### config.mk
export PLATFORM = sky130hd
export DESIGN_NAME = key_debounce_event_fifo
export DESIGN_NICKNAME = d
export VERILOG_FILES = /design/src/hdl/kdef_pkg.sv /design/src/hdl/kdef_keys.sv /design/src/hdl/kdef_queue.sv /design/src/hdl/kdef_ctrl.sv /design/src/hdl/key_debounce_event_fifo.sv
export VERILOG_INCLUDE_DIRS = /design/src /design/src/hdl
export SDC_FILE = /design/constraint.sdc
export NUM_CORES = 1
export LEC_CHECK = 0
export ABC_AREA = 1
export ABC_CLOCK_PERIOD_IN_PS = 5600
export BUFFER_PORTS_ARGS = -buffer_cell sky130_fd_sc_hd__buf_4
export CORE_ASPECT_RATIO = 0.6
export CORE_MARGIN = 2
export CORE_UTILIZATION = 30
export DETAILED_ROUTE_END_ITERATION = 10
export SLEW_MARGIN = 25
export SYNTH_ARGS = -nofsm -noshare
export SYNTH_HDL_FRONTEND = slang
export SYNTH_SLANG_ARGS = --single-unit
### constraint.sdc
create_clock -name clk_i -period 5.6 [get_ports clk_i]
set_input_delay 0 -clock clk_i [delete_from_list [all_inputs] [get_ports clk_i]]
set_output_delay 0 -clock clk_i [all_outputs]
set_load 0.02 [all_outputs]
### src/hdl/key_debounce_event_fifo_assert.svh
// Assertion macros shared by the key debounce event FIFO modules.
`ifndef KEY_DEBOUNCE_EVENT_FIFO_ASSERT_SVH
`define KEY_DEBOUNCE_EVENT_FIFO_ASSERT_SVH

// Same-cycle implication, checked outside reset.
`define KDEF_ASSERT_IMP(name, clk, rst_n, ante, cons) \
  name: assert property (@(posedge clk) disable iff (!rst_n) (ante) |-> (cons)) \
    else $error("key_debounce_event_fifo: assertion failed");

// Next-cycle implication, checked outside reset.
`define KDEF_ASSERT_NXT(name, clk, rst_n, ante, cons) \
  name: assert property (@(posedge clk) disable iff (!rst_n) (ante) |=> (cons)) \
    else $error("key_debounce_event_fifo: assertion failed");

`endif

### src/hdl/kdef_pkg.sv
// Shared types, constants and helpers of the key debounce event FIFO.
`timescale 1ns / 1ps
package kdef_pkg;

  localparam int KDEF_NUM_KEYS    = 4;
  localparam int KDEF_QUEUE_DEPTH = 16;

  localparam int KDEF_LEVELS_W    = 4;
  localparam int KDEF_CODE_W      = 4;
  localparam int KDEF_FT_W        = 6;
  localparam int KDEF_CNT_W       = KDEF_FT_W + 1;
  localparam int KDEF_TICK_W      = 16;
  localparam int KDEF_KIDX_MAX_W  = 3;
  localparam int KDEF_CFG_IDX_W   = 2;
  localparam int KDEF_CFG_DATA_W  = 16;

  localparam logic [KDEF_FT_W-1:0]   KDEF_FILTER_RESET = KDEF_FT_W'(5);
  localparam logic [KDEF_TICK_W-1:0] KDEF_LONG_RESET   = KDEF_TICK_W'(100);
  localparam logic [KDEF_TICK_W-1:0] KDEF_REPEAT_RESET = '0;
  localparam logic [KDEF_CNT_W-1:0]  KDEF_COUNT_RESET  = KDEF_CNT_W'(5 / 2);

  typedef enum logic [1:0] {
    CMD_SCAN  = 2'd0,
    CMD_POP   = 2'd1,
    CMD_CLEAR = 2'd2
  } kdef_cmd_e;

  typedef enum logic [KDEF_CFG_IDX_W-1:0] {
    REG_FILTER = 2'd0,
    REG_LONG   = 2'd1,
    REG_REPEAT = 2'd2
  } kdef_reg_e;

  typedef enum logic [1:0] {
    KIND_PRESS   = 2'd1,
    KIND_RELEASE = 2'd2,
    KIND_LONG    = 2'd3
  } kdef_kind_e;

  typedef struct packed {
    logic [1:0]               command;
    logic [KDEF_LEVELS_W-1:0] key_levels;
  } kdef_in_t;

  typedef struct packed {
    logic [KDEF_CODE_W-1:0] key_code;
    logic                   queue_empty;
    logic                   overflowed;
  } kdef_out_t;

  typedef struct packed {
    logic [KDEF_FT_W-1:0]   filter_time;
    logic [KDEF_TICK_W-1:0] long_time;
    logic [KDEF_TICK_W-1:0] repeat_period;
  } kdef_cfg_t;

  // Controller to datapath commands.
  typedef struct packed {
    logic start;
    logic key_step;
    logic push_long;
    logic pop;
    logic clear;
  } kdef_cmd_t;

  // Event code 3k + kind, kept to the stored code width.
  function automatic logic [KDEF_CODE_W-1:0] kdef_code(
    input logic [KDEF_KIDX_MAX_W-1:0] k,
    input kdef_kind_e                 kind
  );
    logic [KDEF_KIDX_MAX_W+1:0] sum;
    sum = {1'b0, k, 1'b0} + {2'b00, k} + {{KDEF_KIDX_MAX_W{1'b0}}, kind};
    return sum[KDEF_CODE_W-1:0];
  endfunction

endpackage

### src/hdl/kdef_keys.sv
// Per-key debounce, long-press and repeat datapath, one key per step.
`timescale 1ns / 1ps
module kdef_keys import kdef_pkg::*; #(
  parameter int NUM_KEYS = KDEF_NUM_KEYS,
  localparam int KIDX_W  = (NUM_KEYS > 1) ? $clog2(NUM_KEYS) : 1
) (
  input  logic                     clk_i,
  input  logic                     rst_ni,
  input  kdef_cfg_t                cfg_i,
  input  kdef_cmd_t                cmd_i,
  input  logic [KIDX_W-1:0]        key_idx_i,
  input  logic [KDEF_LEVELS_W-1:0] levels_i,
  output logic                     long_pend_o,
  output logic                     ev_valid_o,
  output logic [KDEF_CODE_W-1:0]   ev_code_o
);

  logic [KDEF_LEVELS_W-1:0] levels_q;
  logic [NUM_KEYS-1:0]      level_vec;

  logic [KDEF_CNT_W-1:0]  cnt_q     [NUM_KEYS];
  logic                   pressed_q [NUM_KEYS];
  logic [KDEF_TICK_W-1:0] hold_q    [NUM_KEYS];
  logic [KDEF_TICK_W-1:0] rep_q     [NUM_KEYS];

  logic                   down;
  logic [KDEF_CNT_W-1:0]  cnt, cnt_d, ft_ext, band;
  logic                   pressed, pressed_d;
  logic [KDEF_TICK_W-1:0] hold, hold_d, hold_inc;
  logic [KDEF_TICK_W-1:0] rep, rep_d, rep_inc;
  logic                   ev_press, ev_rel, ev_rep, ev_long;
  logic [KDEF_KIDX_MAX_W-1:0] k_ext;
  logic [KDEF_CODE_W-1:0] code_a;
  logic                   a_valid;

  // keys past the level field always read released
  for (genvar i = 0; i < NUM_KEYS; i++) begin : g_lvl
    if (i < KDEF_LEVELS_W) begin : g_on
      assign level_vec[i] = levels_q[i];
    end else begin : g_off
      assign level_vec[i] = 1'b0;
    end
  end

  always_ff @(posedge clk_i) begin
    if (cmd_i.start) begin
      levels_q <= levels_i;
    end
  end

  assign down     = level_vec[key_idx_i];
  assign cnt      = cnt_q[key_idx_i];
  assign pressed  = pressed_q[key_idx_i];
  assign hold     = hold_q[key_idx_i];
  assign rep      = rep_q[key_idx_i];
  assign ft_ext   = {1'b0, cfg_i.filter_time};
  assign band     = {cfg_i.filter_time, 1'b0};
  assign hold_inc = hold + KDEF_TICK_W'(1);
  assign rep_inc  = rep + KDEF_TICK_W'(1);
  assign k_ext    = KDEF_KIDX_MAX_W'(key_idx_i);

  always_comb begin
    cnt_d     = cnt;
    pressed_d = pressed;
    hold_d    = hold;
    rep_d     = rep;
    ev_press  = 1'b0;
    ev_rel    = 1'b0;
    ev_rep    = 1'b0;
    ev_long   = 1'b0;
    if (down) begin
      if (cnt < ft_ext) begin
        cnt_d = ft_ext;
      end else if (cnt < band) begin
        cnt_d = cnt + KDEF_CNT_W'(1);
      end else begin
        if (!pressed) begin
          pressed_d = 1'b1;
          ev_press  = 1'b1;
        end
        if (cfg_i.long_time != '0) begin
          if (hold < cfg_i.long_time) begin
            hold_d  = hold_inc;
            ev_long = (hold_inc >= cfg_i.long_time);
          end else if (cfg_i.repeat_period != '0) begin
            if (rep_inc >= cfg_i.repeat_period) begin
              rep_d  = '0;
              ev_rep = 1'b1;
            end else begin
              rep_d = rep_inc;
            end
          end
        end
      end
    end else begin
      if (cnt > ft_ext) begin
        cnt_d = ft_ext;
      end else if (cnt != '0) begin
        cnt_d = cnt - KDEF_CNT_W'(1);
      end else if (pressed) begin
        pressed_d = 1'b0;
        ev_rel    = 1'b1;
      end
      hold_d = '0;
      rep_d  = '0;
    end
  end

  // first event of the step; a long press that lands with a press goes second
  always_comb begin
    if (ev_rel) begin
      code_a = kdef_code(k_ext, KIND_RELEASE);
    end else if (ev_press || ev_rep) begin
      code_a = kdef_code(k_ext, KIND_PRESS);
    end else begin
      code_a = kdef_code(k_ext, KIND_LONG);
    end
  end

  assign a_valid     = ev_press | ev_rel | ev_rep | ev_long;
  assign long_pend_o = ev_press & ev_long;
  assign ev_valid_o  = (cmd_i.key_step & a_valid) | cmd_i.push_long;
  assign ev_code_o   = cmd_i.push_long ? kdef_code(k_ext, KIND_LONG) : code_a;

  always_ff @(posedge clk_i or negedge rst_ni) begin
    if (!rst_ni) begin
      for (int i = 0; i < NUM_KEYS; i++) begin
        cnt_q[i]     <= KDEF_COUNT_RESET;
        pressed_q[i] <= 1'b0;
        hold_q[i]    <= '0;
        rep_q[i]     <= '0;
      end
    end else if (cmd_i.key_step) begin
      cnt_q[key_idx_i]     <= cnt_d;
      pressed_q[key_idx_i] <= pressed_d;
      hold_q[key_idx_i]    <= hold_d;
      rep_q[key_idx_i]     <= rep_d;
    end
  end

endmodule

### src/hdl/kdef_queue.sv
// Event FIFO: one push or one pop per cycle, drops on full with sticky flag.
`timescale 1ns / 1ps
`include "key_debounce_event_fifo_assert.svh"
module kdef_queue import kdef_pkg::*; #(
  parameter int QUEUE_DEPTH = KDEF_QUEUE_DEPTH,
  localparam int PTR_W      = $clog2(QUEUE_DEPTH)
) (
  input  logic                   clk_i,
  input  logic                   rst_ni,
  input  kdef_cmd_t              cmd_i,
  input  logic                   push_valid_i,
  input  logic [KDEF_CODE_W-1:0] push_code_i,
  output kdef_out_t              res_o
);

  localparam logic [PTR_W-1:0] LAST = PTR_W'(QUEUE_DEPTH - 1);

  logic [KDEF_CODE_W-1:0] mem [QUEUE_DEPTH];
  logic [KDEF_CODE_W-1:0] rdata_q;
  logic [PTR_W-1:0]       wr_q, rd_q, wr_next, rd_next;
  logic                   ovf_q, hit_q;
  logic                   full, empty;

  assign wr_next = (wr_q == LAST) ? '0 : wr_q + PTR_W'(1);
  assign rd_next = (rd_q == LAST) ? '0 : rd_q + PTR_W'(1);
  assign full    = (wr_next == rd_q);
  assign empty   = (rd_q == wr_q);

  always_ff @(posedge clk_i or negedge rst_ni) begin
    if (!rst_ni) begin
      wr_q  <= '0;
      rd_q  <= '0;
      ovf_q <= 1'b0;
      hit_q <= 1'b0;
    end else begin
      if (push_valid_i) begin
        if (full) begin
          ovf_q <= 1'b1;
        end else begin
          wr_q <= wr_next;
        end
      end
      if (cmd_i.pop) begin
        hit_q <= !empty;
        if (!empty) begin
          rd_q <= rd_next;
        end
      end else if (cmd_i.start) begin
        hit_q <= 1'b0;
      end
      if (cmd_i.clear) begin
        rd_q <= wr_q;
      end
    end
  end

  always_ff @(posedge clk_i) begin
    if (push_valid_i && !full) begin
      mem[wr_q] <= push_code_i;
    end
    if (cmd_i.pop) begin
      rdata_q <= mem[rd_q];
    end
  end

  assign res_o.key_code    = hit_q ? rdata_q : '0;
  assign res_o.queue_empty = empty;
  assign res_o.overflowed  = ovf_q;

  `KDEF_ASSERT_NXT(a_full_drop, clk_i, rst_ni, push_valid_i && full, ovf_q && wr_q == $past(wr_q))
  `KDEF_ASSERT_NXT(a_empty_pop, clk_i, rst_ni, cmd_i.pop && empty, !hit_q && rd_q == $past(rd_q))

endmodule

### src/hdl/kdef_ctrl.sv
// Sequencer: walks the keys on a scan, runs pop and clear, holds the result beat.
`timescale 1ns / 1ps
`include "key_debounce_event_fifo_assert.svh"
module kdef_ctrl import kdef_pkg::*; #(
  parameter int NUM_KEYS = KDEF_NUM_KEYS,
  localparam int KIDX_W  = (NUM_KEYS > 1) ? $clog2(NUM_KEYS) : 1
) (
  input  logic              clk_i,
  input  logic              rst_ni,
  input  logic              in_valid_i,
  output logic              in_stall_o,
  input  logic [1:0]        in_cmd_i,
  output logic              out_valid_o,
  input  logic              out_stall_i,
  output kdef_out_t         out_data_o,
  input  kdef_out_t         res_i,
  input  logic              long_pend_i,
  output kdef_cmd_t         cmd_o,
  output logic [KIDX_W-1:0] key_idx_o
);

  typedef enum logic [2:0] {
    ST_IDLE,
    ST_SCAN,
    ST_LONG,
    ST_POP,
    ST_CLEAR,
    ST_DONE
  } state_e;

  state_e            state_q;
  logic [KIDX_W-1:0] key_idx_q;
  logic              out_valid_q;
  kdef_out_t         out_data_q;
  logic              accept, last_key, load_res;

  assign accept   = in_valid_i && (state_q == ST_IDLE);
  assign last_key = (key_idx_q == KIDX_W'(NUM_KEYS - 1));
  // result register is free, or empties at this edge
  assign load_res = (state_q == ST_DONE) && (!out_valid_q || !out_stall_i);

  always_comb begin
    cmd_o           = '0;
    cmd_o.start     = accept;
    cmd_o.key_step  = (state_q == ST_SCAN);
    cmd_o.push_long = (state_q == ST_LONG);
    cmd_o.pop       = (state_q == ST_POP);
    cmd_o.clear     = (state_q == ST_CLEAR);
  end

  always_ff @(posedge clk_i or negedge rst_ni) begin
    if (!rst_ni) begin
      state_q     <= ST_IDLE;
      key_idx_q   <= '0;
      out_valid_q <= 1'b0;
      out_data_q  <= '0;
    end else begin
      out_valid_q <= load_res || (out_valid_q && out_stall_i);
      unique case (state_q)
        ST_IDLE: begin
          if (in_valid_i) begin
            key_idx_q <= '0;
            unique case (kdef_cmd_e'(in_cmd_i))
              CMD_SCAN:  state_q <= ST_SCAN;
              CMD_POP:   state_q <= ST_POP;
              CMD_CLEAR: state_q <= ST_CLEAR;
              default:   state_q <= ST_DONE;
            endcase
          end
        end
        ST_SCAN: begin
          if (long_pend_i) begin
            state_q <= ST_LONG;
          end else if (last_key) begin
            state_q <= ST_DONE;
          end else begin
            key_idx_q <= key_idx_q + KIDX_W'(1);
          end
        end
        ST_LONG: begin
          if (last_key) begin
            state_q <= ST_DONE;
          end else begin
            key_idx_q <= key_idx_q + KIDX_W'(1);
            state_q   <= ST_SCAN;
          end
        end
        ST_POP, ST_CLEAR: begin
          state_q <= ST_DONE;
        end
        ST_DONE: begin
          if (load_res) begin
            out_data_q <= res_i;
            state_q    <= ST_IDLE;
          end
        end
        default: state_q <= ST_IDLE;
      endcase
    end
  end

  assign in_stall_o  = (state_q != ST_IDLE);
  assign out_valid_o = out_valid_q;
  assign out_data_o  = out_data_q;
  assign key_idx_o   = key_idx_q;

  `KDEF_ASSERT_NXT(a_scan_start, clk_i, rst_ni, accept && in_cmd_i == CMD_SCAN, state_q == ST_SCAN && key_idx_q == '0)
  `KDEF_ASSERT_NXT(a_long_next, clk_i, rst_ni, state_q == ST_SCAN && long_pend_i, state_q == ST_LONG)
  `KDEF_ASSERT_NXT(a_result_load, clk_i, rst_ni, state_q == ST_DONE && !out_valid_q, out_valid_q && state_q == ST_IDLE)

endmodule

### src/hdl/key_debounce_event_fifo.sv
// Top level of the key debounce event FIFO: config registers and block wiring.
`timescale 1ns / 1ps
// Debounces NUM_KEYS key levels on each scan beat (command 0) with a hysteresis
// counter per key and queues event codes 3k+1 press, 3k+2 release, 3k+3 long
// press (plus repeated 3k+1 after a long press when repeat_period is nonzero).
// Command 1 pops the oldest code (0 when empty), command 2 empties the queue,
// command 3 only reports status. Every input beat yields exactly one result
// beat carrying the popped code, the empty flag and the sticky overflow flag;
// an event that finds the queue full (QUEUE_DEPTH-1 entries) is dropped.
// Timing: one beat at a time. During a scan the per-key sequencer visits one
// key a cycle, with an extra step for each key whose press and long-press
// events fall on the same tick, and the event store has a single write port.
// The result sits in an output register, so the next beat is accepted while
// it waits. Config writes are always ready and must only happen while the
// block is idle.
module key_debounce_event_fifo import kdef_pkg::*; #(
  parameter int NUM_KEYS    = KDEF_NUM_KEYS,
  parameter int QUEUE_DEPTH = KDEF_QUEUE_DEPTH
) (
  input  logic                       clk_i,
  input  logic                       rst_ni,
  input  logic                       in_valid_i,
  output logic                       in_stall_o,
  input  kdef_in_t                   in_data_i,
  output logic                       out_valid_o,
  input  logic                       out_stall_i,
  output kdef_out_t                  out_data_o,
  input  logic                       cfg_valid_i,
  output logic                       cfg_ready_o,
  input  logic [KDEF_CFG_IDX_W-1:0]  cfg_index_i,
  input  logic [KDEF_CFG_DATA_W-1:0] cfg_data_i
);

  localparam int KIDX_W = (NUM_KEYS > 1) ? $clog2(NUM_KEYS) : 1;

  kdef_cfg_t              cfg_q;
  kdef_cmd_t              cmd;
  kdef_out_t              res;
  logic [KIDX_W-1:0]      key_idx;
  logic                   long_pend;
  logic                   ev_valid;
  logic [KDEF_CODE_W-1:0] ev_code;

  // Config register file; writes to unused indexes are ignored.
  assign cfg_ready_o = 1'b1;

  always_ff @(posedge clk_i or negedge rst_ni) begin
    if (!rst_ni) begin
      cfg_q.filter_time   <= KDEF_FILTER_RESET;
      cfg_q.long_time     <= KDEF_LONG_RESET;
      cfg_q.repeat_period <= KDEF_REPEAT_RESET;
    end else if (cfg_valid_i) begin
      unique case (kdef_reg_e'(cfg_index_i))
        REG_FILTER: cfg_q.filter_time   <= cfg_data_i[KDEF_FT_W-1:0];
        REG_LONG:   cfg_q.long_time     <= cfg_data_i[KDEF_TICK_W-1:0];
        REG_REPEAT: cfg_q.repeat_period <= cfg_data_i[KDEF_TICK_W-1:0];
        default: ;
      endcase
    end
  end

  // Sequencer: owns the handshakes, the key index and the result register.
  kdef_ctrl #(
    .NUM_KEYS(NUM_KEYS)
  ) u_ctrl (
    .clk_i       (clk_i),
    .rst_ni      (rst_ni),
    .in_valid_i  (in_valid_i),
    .in_stall_o  (in_stall_o),
    .in_cmd_i    (in_data_i.command),
    .out_valid_o (out_valid_o),
    .out_stall_i (out_stall_i),
    .out_data_o  (out_data_o),
    .res_i       (res),
    .long_pend_i (long_pend),
    .cmd_o       (cmd),
    .key_idx_o   (key_idx)
  );

  // Key state: debounce count, pressed flag, hold and repeat timers per key.
  kdef_keys #(
    .NUM_KEYS(NUM_KEYS)
  ) u_keys (
    .clk_i       (clk_i),
    .rst_ni      (rst_ni),
    .cfg_i       (cfg_q),
    .cmd_i       (cmd),
    .key_idx_i   (key_idx),
    .levels_i    (in_data_i.key_levels),
    .long_pend_o (long_pend),
    .ev_valid_o  (ev_valid),
    .ev_code_o   (ev_code)
  );

  // Event store with pointers, registered read and overflow flag.
  kdef_queue #(
    .QUEUE_DEPTH(QUEUE_DEPTH)
  ) u_queue (
    .clk_i        (clk_i),
    .rst_ni       (rst_ni),
    .cmd_i        (cmd),
    .push_valid_i (ev_valid),
    .push_code_i  (ev_code),
    .res_o        (res)
  );

endmodule

After elaboration in Yosys (flattened, before gate mapping)
Memory sizes are Yosys's and may differ from the RTL's. A register that Yosys moved wholly into a read port is not among the register bits. Cells that the tools add are included.

$add $sub $neg: 11. Multiply operators: 0. Div/mod/pow operators: 0. $lt $le $gt $ge: 9. Equal/unequal tests: 19. Shift-type cells: 0. Multiplexer cells: 90. Bitwise gates (word level): 8. Reduce and logical (&&, ||, !) cells: 32.

Operator list (count): $mux 16 (17); $bwmux 64 (2); $bmux 16 s2 (2); $mux 7 (8); $mux 4 (9); $mux 1 (33); $add 16x1->16 const B (2); $demux 16 s2 (1); $ge 16x16->1 (2); $reduce_bool 16->1 (2); $bwmux 28 (1); $lt 16x16->1 (1); $mux 3 (5); $pmux 3 s5 (1); $bmux 7 s2 (1); $demux 7 s2 (1); $reduce_and 2->1 (7); $add 4x1->4 const B (3); $pmux 3 s3 (1); $add 4x2->4 const B (2); $eq 4x4->1 (2); $eq 4x4->1 const B (2); $add 7x1->7 const B (1); $gt 7x6->1 (1); other kinds (35) (62).

Flip-flop bits (word level): 224. Latch bits: 0. Bits in writable memories: 64. Memory bits (read-only): 0. Bits of input ports: 29. Output and inout port bits: 9. Logic and storage cells: 200. Memories kept: 1.

Memories: u_queue.mem (words 16, bits a word 4, read ports 1, clocked after memory_dff 1, write ports 1, line kdef_queue.sv:18) `logic [KDEF_CODE_W-1:0] mem [QUEUE_DEPTH];`.

Depth between registers and ports, before layout
Gate-level depths: netlist (run 1).

Depth after elaboration: 20. Gate-level depth with buffers: 30. Depth with buffers taken out: 26.

Modules after synthesis
From an unflattened synthesis (run 1), not the netlist that was laid out.

Cell total of the unflattened synthesis: 2226. Area, all modules: 17317.9 µm².

Modules (own cells, without submodules): kdef_keys (instances 1, cells each 1606, area each 11393.4 µm², seq. area each 4129.0 µm²); kdef_queue (instances 1, cells each 350, area each 3629.7 µm², seq. area each 2292.2 µm²); key_debounce_event_fifo (instances 1, cells each 172, area each 1584.0 µm², seq. area each 957.2 µm²); kdef_ctrl (instances 1, cells each 98, area each 710.7 µm², seq. area each 300.3 µm²).

Worst setup path before layout (run 1)
OpenSTA, ideal clock, no wires.

Path kind: reg2reg. Start point: reg u_ctrl.key_idx_q[0] (netlist: u_ctrl.key_idx_o[0]). End point: mem u_queue.mem[0][2] (data pin). Setup time: 0.330 ns. Arrival: 3.608 ns. Required time: 5.270 ns. Path slack: 1.662 ns. Cell stages (with the launch flop): 25. Buffers on the path: 3. Period minus slack after synthesis: 3.938 ns. Path through: dfrtp_1 > buf_6 > inv_8 > buf_12 > buf_6 > nand2_1 > o211ai_2 > nand2_2 > ha_1 > nand2_2 > nor2_4 > nand2_2 > o21ai_1 > nand2_1 > ha_1 > nand2_1 > nor3_1 > nand3_1 > nand3_1 > nand3_1 > nand2_1 > nand2_1 > nand2_1 > o21ai_0 > o21ai_0.

Word-level cells in the longest chain between the ends: 17. Elaborated cells between the ends (all ways): 45. Those cells by class: 5 x add/sub; 5 x order compare; 32 x mux; 1 x bitwise; 2 x reduce/logical.

Ends and longest elaborated chain: start: declaration (line kdef_ctrl.sv:32) `logic [KIDX_W-1:0] key_idx_q;`; start signal: assignment (line kdef_ctrl.sv:77) `key_idx_q <= key_idx_q + KIDX_W'(1);`; start signal: assignment (line kdef_ctrl.sv:84) `key_idx_q <= key_idx_q + KIDX_W'(1);`; $not 2->3 (not written as such); $bmux 16 s2 (line kdef_keys.sv:55) `assign rep = rep_q[key_idx_i];`; $mux 16 (not written as such) (2 in a row) (line kdef_keys.sv:55); $add 16x1->16 (line kdef_keys.sv:59) `assign rep_inc = rep + KDEF_TICK_W'(1);`; $ge 16x16->1 (line kdef_keys.sv:86) `if (rep_inc >= cfg_i.repeat_period) begin`; $mux 1 (line kdef_keys.sv:86); $mux 1 (line kdef_keys.sv:85) `end else if (cfg_i.repeat_period != '0) begin`; $mux 1 (line kdef_keys.sv:82) `if (hold < cfg_i.long_time) begin`; $mux 1 (line kdef_keys.sv:81) `if (cfg_i.long_time != '0) begin`; $mux 1 (line kdef_keys.sv:74) `end else if (cnt < band) begin`; $mux 1 (line kdef_keys.sv:72) `if (cnt < ft_ext) begin`; $mux 1 (line kdef_keys.sv:71) `if (down) begin`; $logic_or 1x1->1 (line kdef_keys.sv:113) `end else if (ev_press || ev_rep) begin`; $mux 4 (line kdef_keys.sv:113); $mux 4 (line kdef_keys.sv:111) `if (ev_rel) begin`; $mux 4 * (line kdef_keys.sv:123) `assign ev_code_o = cmd_i.push_long ? kdef_code(k_ext, KIND_LONG) : code_a;`; net ev_code[2] (line key_debounce_event_fifo.sv:42) `logic [KDEF_CODE_W-1:0] ev_code;`; end: declaration (line kdef_queue.sv:18).

Mark *: on every way through the listed nets, which the timed path passes. The rest lies on a longest branch. The select of a mux whose other input is x is not followed.

Worst setup path after layout (run 1)
Start point: reg u_ctrl.key_idx_q[0] (netlist: u_ctrl.key_idx_o[0]). End point: mem u_queue.mem[15][0] (enable).

Word-level cells in the longest chain between the ends: 20. Elaborated cells between the ends (all ways): 52. Those cells by class: 2 x add/sub; 6 x order compare; 36 x mux; 6 x bitwise; 2 x reduce/logical.

Ends and longest elaborated chain: $not 2->3 (not written as such); $bmux 16 s2 (line kdef_keys.sv:55); $mux 16 (not written as such) (2 in a row) (line kdef_keys.sv:55); $add 16x1->16 (line kdef_keys.sv:59); $ge 16x16->1 (line kdef_keys.sv:86); $mux 1 (line kdef_keys.sv:86); $mux 1 (line kdef_keys.sv:85); $mux 1 (line kdef_keys.sv:82); (+3 left out); $mux 1 (line kdef_keys.sv:71); $or 1x1->1 (line kdef_keys.sv:120) `assign a_valid = ev_press | ev_rel | ev_rep | ev_long;`; $or 1x1->1 * (line kdef_keys.sv:120); $and 1x1->1 * (line kdef_keys.sv:122) `assign ev_valid_o = (cmd_i.key_step & a_valid) | cmd_i.push_long;`; $or 1x1->1 * (line kdef_keys.sv:122); $logic_and 1x1->1 * (line kdef_queue.sv:58) `if (push_valid_i && !full) begin`; $mux 1 * (line kdef_queue.sv:58); $mux 1 (not written as such) * (line kdef_queue.sv:59) `mem[wr_q] <= push_code_i;`.

Mark *: on every way between the ends. The rest lies on a longest branch, timed or not. The select of a mux whose other input is x is not followed.

==> flow_summary.toml, run 1 <==
[logic_synthesis]
yosys_warnings = 0
ys_ff_latch = 292
synthCells = 2090
synthDistinctLibCells = 58
syn_area_per_cell_um2 = 7.99
ys.flop_type = "dfrtp_1"
async_reset_ff_share_pct = 75.3
synth_edf_count = 72
synth_area_um2 = 16700
ys_seq_area_share_pct = 46.0
syn-num-nets = 2194

[clock_tree]
cts-root-buf = "clkbuf_16"
cts_buffer_depth = 3
cts_buffers = 29
post_cts_buffers = 0
htreeDepth = 1
cts.sinks = 292
path_clk_slew_ns = 0.06
cts_tree = "built"
insertion_delay_ns = 0.59

[outcome]
violations = "hold timing"
status = "complete, but fails checks"

[pwr]
power.total_mw = 11.9
leakage_nw = 8.79
ir_drop_uv = 333
powerDensity_nw_per_um2 = 636

[floorplanning]
dieHeight_um = 187
initial_core_util_pct = 30.6
fp.dieArea_um2 = 57600
ios = 38
core_area_um2 = 54600
rows = 66
dieWidth_um = 309

[placement]
dpl.hpwl_um = 32100
pre_cts_ws_ns = 0.676
portBuffers = 36
gp_routability_congestion = 0.945
dpl-instance-area_um2 = 17600

[timing]
relSlewSlack_pct = 28.7
finalCritPeriodShare_pct = 89.3
setup_tns_ns = 0
setup_slack_ns = 0.601
setup_viol = 0
hold_ws_ns = -0.0131
worst_pin_slew_ns = 1.07
finalHoldViolations = 6
period_needed_ns = 5.00
finalClockSkew_ns = 0.0207
maxSlewViolCount = 0
rsz0062_at_grt = "false"
fmax_mhz = 200

[critical_path]
worst-endpoint-arrival_ns = 5.25
worst-setup-path-type = "reg -> reg"
worstPathRequired_ns = 5.85
ff2ff_setup_slack_ns = 0.60
startpoint_type = "flip-flop"
end_kind = "flip-flop"
crit_fanout = 58

[grt]
track_usage_pct = 16.1
grt_antenna_before_repair = 1
grt_max_degree = 135
grt_pass1_vias = 13300
grt_pass1_wl_um = 75000
grt-ovfl-total = 0

[detailed_routing]
ant_nets = 0
first_iter_violations = 1557
wl_um = 46800
remaining_drc_errors = 0
drt_first_pass_iters = 5
drt-vias-per-instance = 4.96
avgRoutedWirePerCell_um = 16.3
vias = 14300

[flow_run]
maxCapViolations = 0

[cells_and_area]
area_growth_pct = 12.5
nets = 2215
fin_area_um2 = 18800
diodes = 0
drive_gt1_share_pct = 9.38

[min_path]
hold_path.class = "in -> async"
## final cells by class
type,count,area (um^2)
clock inverters,9,92.6
clock buffers,44,822
repair buffers,85,756
flip-flops and latches,292,7680
multi-input cells,1503,7740
fillers,5588,35800
inverters,200,758
well taps,748,936
## cell usage after synthesis (19+ instances only)
library cell  instances  area, um^2
dfrtp_1             211        5280
ha_1                 75         938
inv_1               186         698
nand4_1              44         275
clkbuf_1             55         206
nor2_1              115         432
a21oi_1              40         200
o21ai_1              36         180
nand3_1             151         756
xor2_1               33         289
o211ai_1             19         143
edfxtp_1             72        2160
nand2_2              23         144
nand2_1             705        2650
o21ai_0             139         696
## critical path, cell delays in order, from the launching register on
cell and delay, ns:
dfrtp_2 0.66, inv_8 0.24, nand2_1 0.15, o211ai_2 0.08, nand2_2 0.17, ha_1 0.25
nand2_2 0.13, nor2_4 0.16, nand2_2 0.08, o21ai_1 0.12, nand2_1 0.08, ha_1 0.28
nand2_1 0.08, nor3_1 0.36, nand3_1 0.11, nand3_1 0.19, nand3_1 0.17, nand2_1 0.13
nand2_1 0.13, nand3_2 0.16, nand3_2 0.40, nor2_1 0.48
## kinds of logic (layout without fill, tap and decap cells)
logic type               after synthesis  count (layout)  share of synthesized area (%)
AO/OA/AOI/OAI                        288             288                           10.2
XOR/XNOR                              40              40                           2.14
adder cells (fa/ha/maj)               75              75                           5.62
buffers and inverters                295             338                           7.69
flip-flops                           292             292                           46.0
multiplexers                          11              11                          0.659
other                                  1               1                         0.0225
AND/OR/NAND/NOR                     1088            1088                           27.6
## placed cells by master (no fill, tap or decap), drive strengths merged, types with 2 or more instances in the layout
cell,netlist,layout
or2,4,4
edfxtp,72,72
inv,199,202
mux2i,11,11
ha,75,75
o32ai,5,5
dfrtp,211,211
clkinv,1,6
nand2,728,728
o221ai,12,12
dfstp,9,9
a211oi,2,2
o21bai,4,4
a31oi,4,4
nor3,15,15
o22ai,5,5
nor2,136,136
nand3,156,156
o21a,2,2
buf,40,56
dlygate4sd3,0,29
o211ai,23,23
o21ai,182,182
clkbuf,55,44
xnor2,6,6
a32oi,4,4
nand4,45,45
xor2,34,34
a21oi,42,42
## through the flow
step           util, %  cells  hold slack [ns]
3_3_place_gp      32.2   2799           0.0454
3_5_place_dp      32.2   2799           0.0628
6_report          34.4   2881          -0.0131
2_1_floorplan        -   2090           -0.296
5_1_grt           34.4   2881           0.0512
4_1_cts           34.4   2881           0.0200
## final timing paths
path | from | end | cells past startpoint
worst max-delay path | u_ctrl.key_idx_o[0]$_DFFE_PN0P_ | u_queue.mem[15][0]$_DFFE_PP_ | 21
worst min-delay path | rst_ni | u_keys.hold_q[20]$_DFFE_PN0P_ | 2
worst max register to register | u_ctrl.key_idx_o[0]$_DFFE_PN0P_ | u_queue.mem[15][0]$_DFFE_PP_ | 21
worst min register to register | u_keys.cnt_q[1]$_DFFE_PN1P_ | u_keys.cnt_q[1]$_DFFE_PN1P_ | 2
max in group asynchronous | rst_ni | u_keys.rep_q[19]$_DFFE_PN0P_ | 3
min in group clk_i | cfg_index_i[0] | cfg_q[34]$_DFFE_PN1P_ | 5
## what timing repair did
action                                 CTS  global route
gates resized for setup                  0             0
endpoints found under the hold margin  143             0
hold buffers                            29             0
## power breakdown
part	internal [mW]	leakage (nW)	total (mW)	switching (mW)
clock	1.06	0.452	1.92	0.856
combinational	1.96	4.77	6.68	4.73
sequential	2.93	3.56	3.34	0.409
total	5.95	8.79	11.9	5.99
## state kept, by name, summed over array words and instances (netlist names)
signal	flops
u_keys.cnt_q	28
u_ctrl.state_q	3
u_keys.level_vec	4
cfg_q	38
u_ctrl.key_idx_o	2
u_queue.rdata_q	4
u_keys.hold_q	64
u_queue.rd_q	4
u_keys.rep_q	64
u_ctrl.out_valid_o	1
u_keys.pressed_q	4
u_queue.wr_q	4
u_queue.ovf_q	1
u_queue.hit_q	1
u_ctrl.out_data_o	6
u_queue.mem	64
## routing by layer
layer / vias to the layer above / part of all wire [%] / global-route usage, %
li1: 6871 / - / -
met1: 6874 / 52 / 26.2
met2: 503 / 39 / 21.9
met3: 44 / 7.7 / 3.04
met4: 2 / 1.2 / 2.46
met5: - / 0.043 / 0
Power figures use the tool's default switching activity.
==> run 2: changes to the inputs <==
--- a/config.mk
+++ b/config.mk
@@ -10,9 +10,10 @@
 export ABC_CLOCK_PERIOD_IN_PS = 5600
 export BUFFER_PORTS_ARGS = -buffer_cell sky130_fd_sc_hd__buf_4
 export CORE_ASPECT_RATIO = 0.6
-export CORE_MARGIN = 2
+export CORE_MARGIN = 5
 export CORE_UTILIZATION = 30
 export DETAILED_ROUTE_END_ITERATION = 10
+export PLACE_DENSITY = 0.48
 export SLEW_MARGIN = 25
 export SYNTH_ARGS = -nofsm -noshare
 export SYNTH_HDL_FRONTEND = slang
==> flow_summary.toml, run 2 (same netlist as run 1, synthesis figures left out) <==
[placement]
dpl.hpwl_um = 33600
portBuffers = 36
gp_routability_congestion = 0.852
pre_cts_ws_ns = 0.779

[timing]
hold_ws_ns = -0.00455
setup_slack_ns = 0.706
worst_pin_slew_ns = 1.07
setup_tns_ns = 0
finalCritPeriodShare_pct = 87.4
period_needed_ns = 4.89
fmax_mhz = 204
setup_viol = 0
rsz0062_at_grt = "false"
maxSlewViolCount = 0
finalHoldViolations = 1
relSlewSlack_pct = 28.7
finalClockSkew_ns = 0.0414

[clock_tree]
cts_buffer_depth = 3
cts-root-buf = "clkbuf_16"
post_cts_resized = 0
path_clk_slew_ns = 0.07
post_cts_buffers = 0
cts_tree = "built"
cts_buffers = 31
insertion_delay_ns = 0.60
cts.sinks = 292
htreeDepth = 1

[critical_path]
r2r_end = "u_ctrl.state_q[1]$_DFFE_PN0P_"
startpoint_type = "flip-flop"
end_kind = "flip-flop"
reg2reg_depth = 25
worst-endpoint-arrival_ns = 5.43
worstPathRequired_ns = 6.14
worst-setup-path-type = "reg -> reg"
rr_startpoint = "u_ctrl.key_idx_o[0]$_DFFE_PN0P_"
crit_fanout = 62
ff2ff_setup_slack_ns = 0.71

[outcome]
violations = "hold timing"
status = "complete, but fails checks"

[detailed_routing]
first_iter_violations = 1186
drt-vias-per-instance = 4.84
remaining_drc_errors = 0
drt_first_pass_iters = 5
avgRoutedWirePerCell_um = 17.0
vias = 14100
wl_um = 49400
ant_nets = 0

[cells_and_area]
final_cell_mix = "702 x nand2_1, 208 x dfrtp_1, 185 x inv_1"
diodes = 0
area_growth_pct = 13.4
nets = 2221
final_util_pct = 34.2
num-fill-cells = 5762
drive_gt1_share_pct = 9.85
layout_commonest_cell = "nand2_1"
reg.largest.list = "u_keys.hold_q: 64 flops, u_keys.rep_q: 64 flops, u_queue.mem: 64 flops"

[floorplanning]
fp.dieArea_um2 = 60600
ios = 38
dieHeight_um = 193
dieWidth_um = 315
core_area_um2 = 55400
rows = 67
initial_core_util_pct = 30.1

[pwr]
ir_drop_uv = 275
powerDensity_nw_per_um2 = 643
power.total_mw = 12.2
leakage_nw = 8.85

[grt]
track_usage_pct = 16.3
grt_max_degree = 93
grt_antenna_before_repair = 1
grt_pass1_wl_um = 78700
grt_pass1_vias = 13300
grt-ovfl-total = 0

[flow_run]
maxCapViolations = 0

[min_path]
hold_path.class = "in -> async"
## run 2: metal layers
layer | track usage, % | up-vias | share of wire [%]
met2 | 22.4 | 403 | 39
li1 | - | 6877 | -
met1 | 26.4 | 6721 | 53
met4 | 2.73 | 0 | 1.6
met3 | 2.94 | 51 | 6.4
met5 | 0 | - | 0
## run 2: final cells by class
cell class                 count  area [um^2]  area share (%)
timing repair buffer          89          773            4.08
tap                          759          950            5.02
clock buffer                  41          853            4.51
sequential                   292         7680            40.6
inverter                     200          758            4.01
multi-input combinational   1503         7750            41.0
clock inverter                17          160           0.846
## run 2: repair_timing
action / CTS / global route
endpoints found under the setup margin: 0 / 0
hold buffers: 29 / 0
endpoints found under the hold margin: 148 / 0
## run 2: report_power, final
| group | leakage, nW | switching [mW] | total [mW] | internal [mW] |
|---|---|---|---|---|
| clock | 0.500 | 0.884 | 2.09 | 1.20 |
| sequential | 3.56 | 0.414 | 3.35 | 2.93 |
| combinational | 4.79 | 4.76 | 6.73 | 1.98 |
| total | 8.85 | 6.06 | 12.2 | 6.11 |
## run 2: worst max path at each step
stage / start / end / slack [ns] / cells past startpoint
floorplan: u_ctrl.key_idx_o[0]$_DFFE_PN0P_ / u_queue.mem[0][2]$_DFFE_PP_ / 1.66 / 24
global placement: u_ctrl.key_idx_o[0]$_DFFE_PN0P_ / u_queue.mem[5][0]$_DFFE_PP_ / 0.76 / 24
detailed placement: u_ctrl.key_idx_o[1]$_DFFE_PN0P_ / u_queue.mem[12][1]$_DFFE_PP_ / 0.78 / 20
CTS: u_ctrl.key_idx_o[0]$_DFFE_PN0P_ / u_queue.mem[9][0]$_DFFE_PP_ / 0.72 / 24
global route: u_ctrl.key_idx_o[0]$_DFFE_PN0P_ / u_ctrl.state_q[1]$_DFFE_PN0P_ / 0.13 / 25
finish: u_ctrl.key_idx_o[0]$_DFFE_PN0P_ / u_ctrl.state_q[1]$_DFFE_PN0P_ / 0.71 / 25
## run 2: worst max-delay path, cell delays in order (launching register included)
cell and delay (ns):
dfrtp_2 0.55, inv_8 0.33, nand2_1 0.10, nand3_1 0.09
nand2_1 0.12, inv_1 0.17, ha_1 0.17, inv_1 0.07
nor2_2 0.16, nand2_2 0.10, nor2_4 0.20, nand4_1 0.18
xor2_1 0.18, inv_1 0.06, ha_1 0.27, nand2_1 0.06
nor3_1 0.23, nand3_1 0.11, nand3_1 0.16, nand2_1 0.08
nor2_1 0.34, nand2_1 0.16, a21boi_1 0.24, inv_1 0.06
nor2_1 0.08, dlygate4sd3_1 0.55
## run 2: per-stage QoR
step                      cells  instance area (um^2)
final                      2901                 18900
after global routing       2901                 18900
after CTS                  2901                 18900
after detailed placement   2814                 17600
after global placement     2814                 17600
after floorplan            2090                 16700
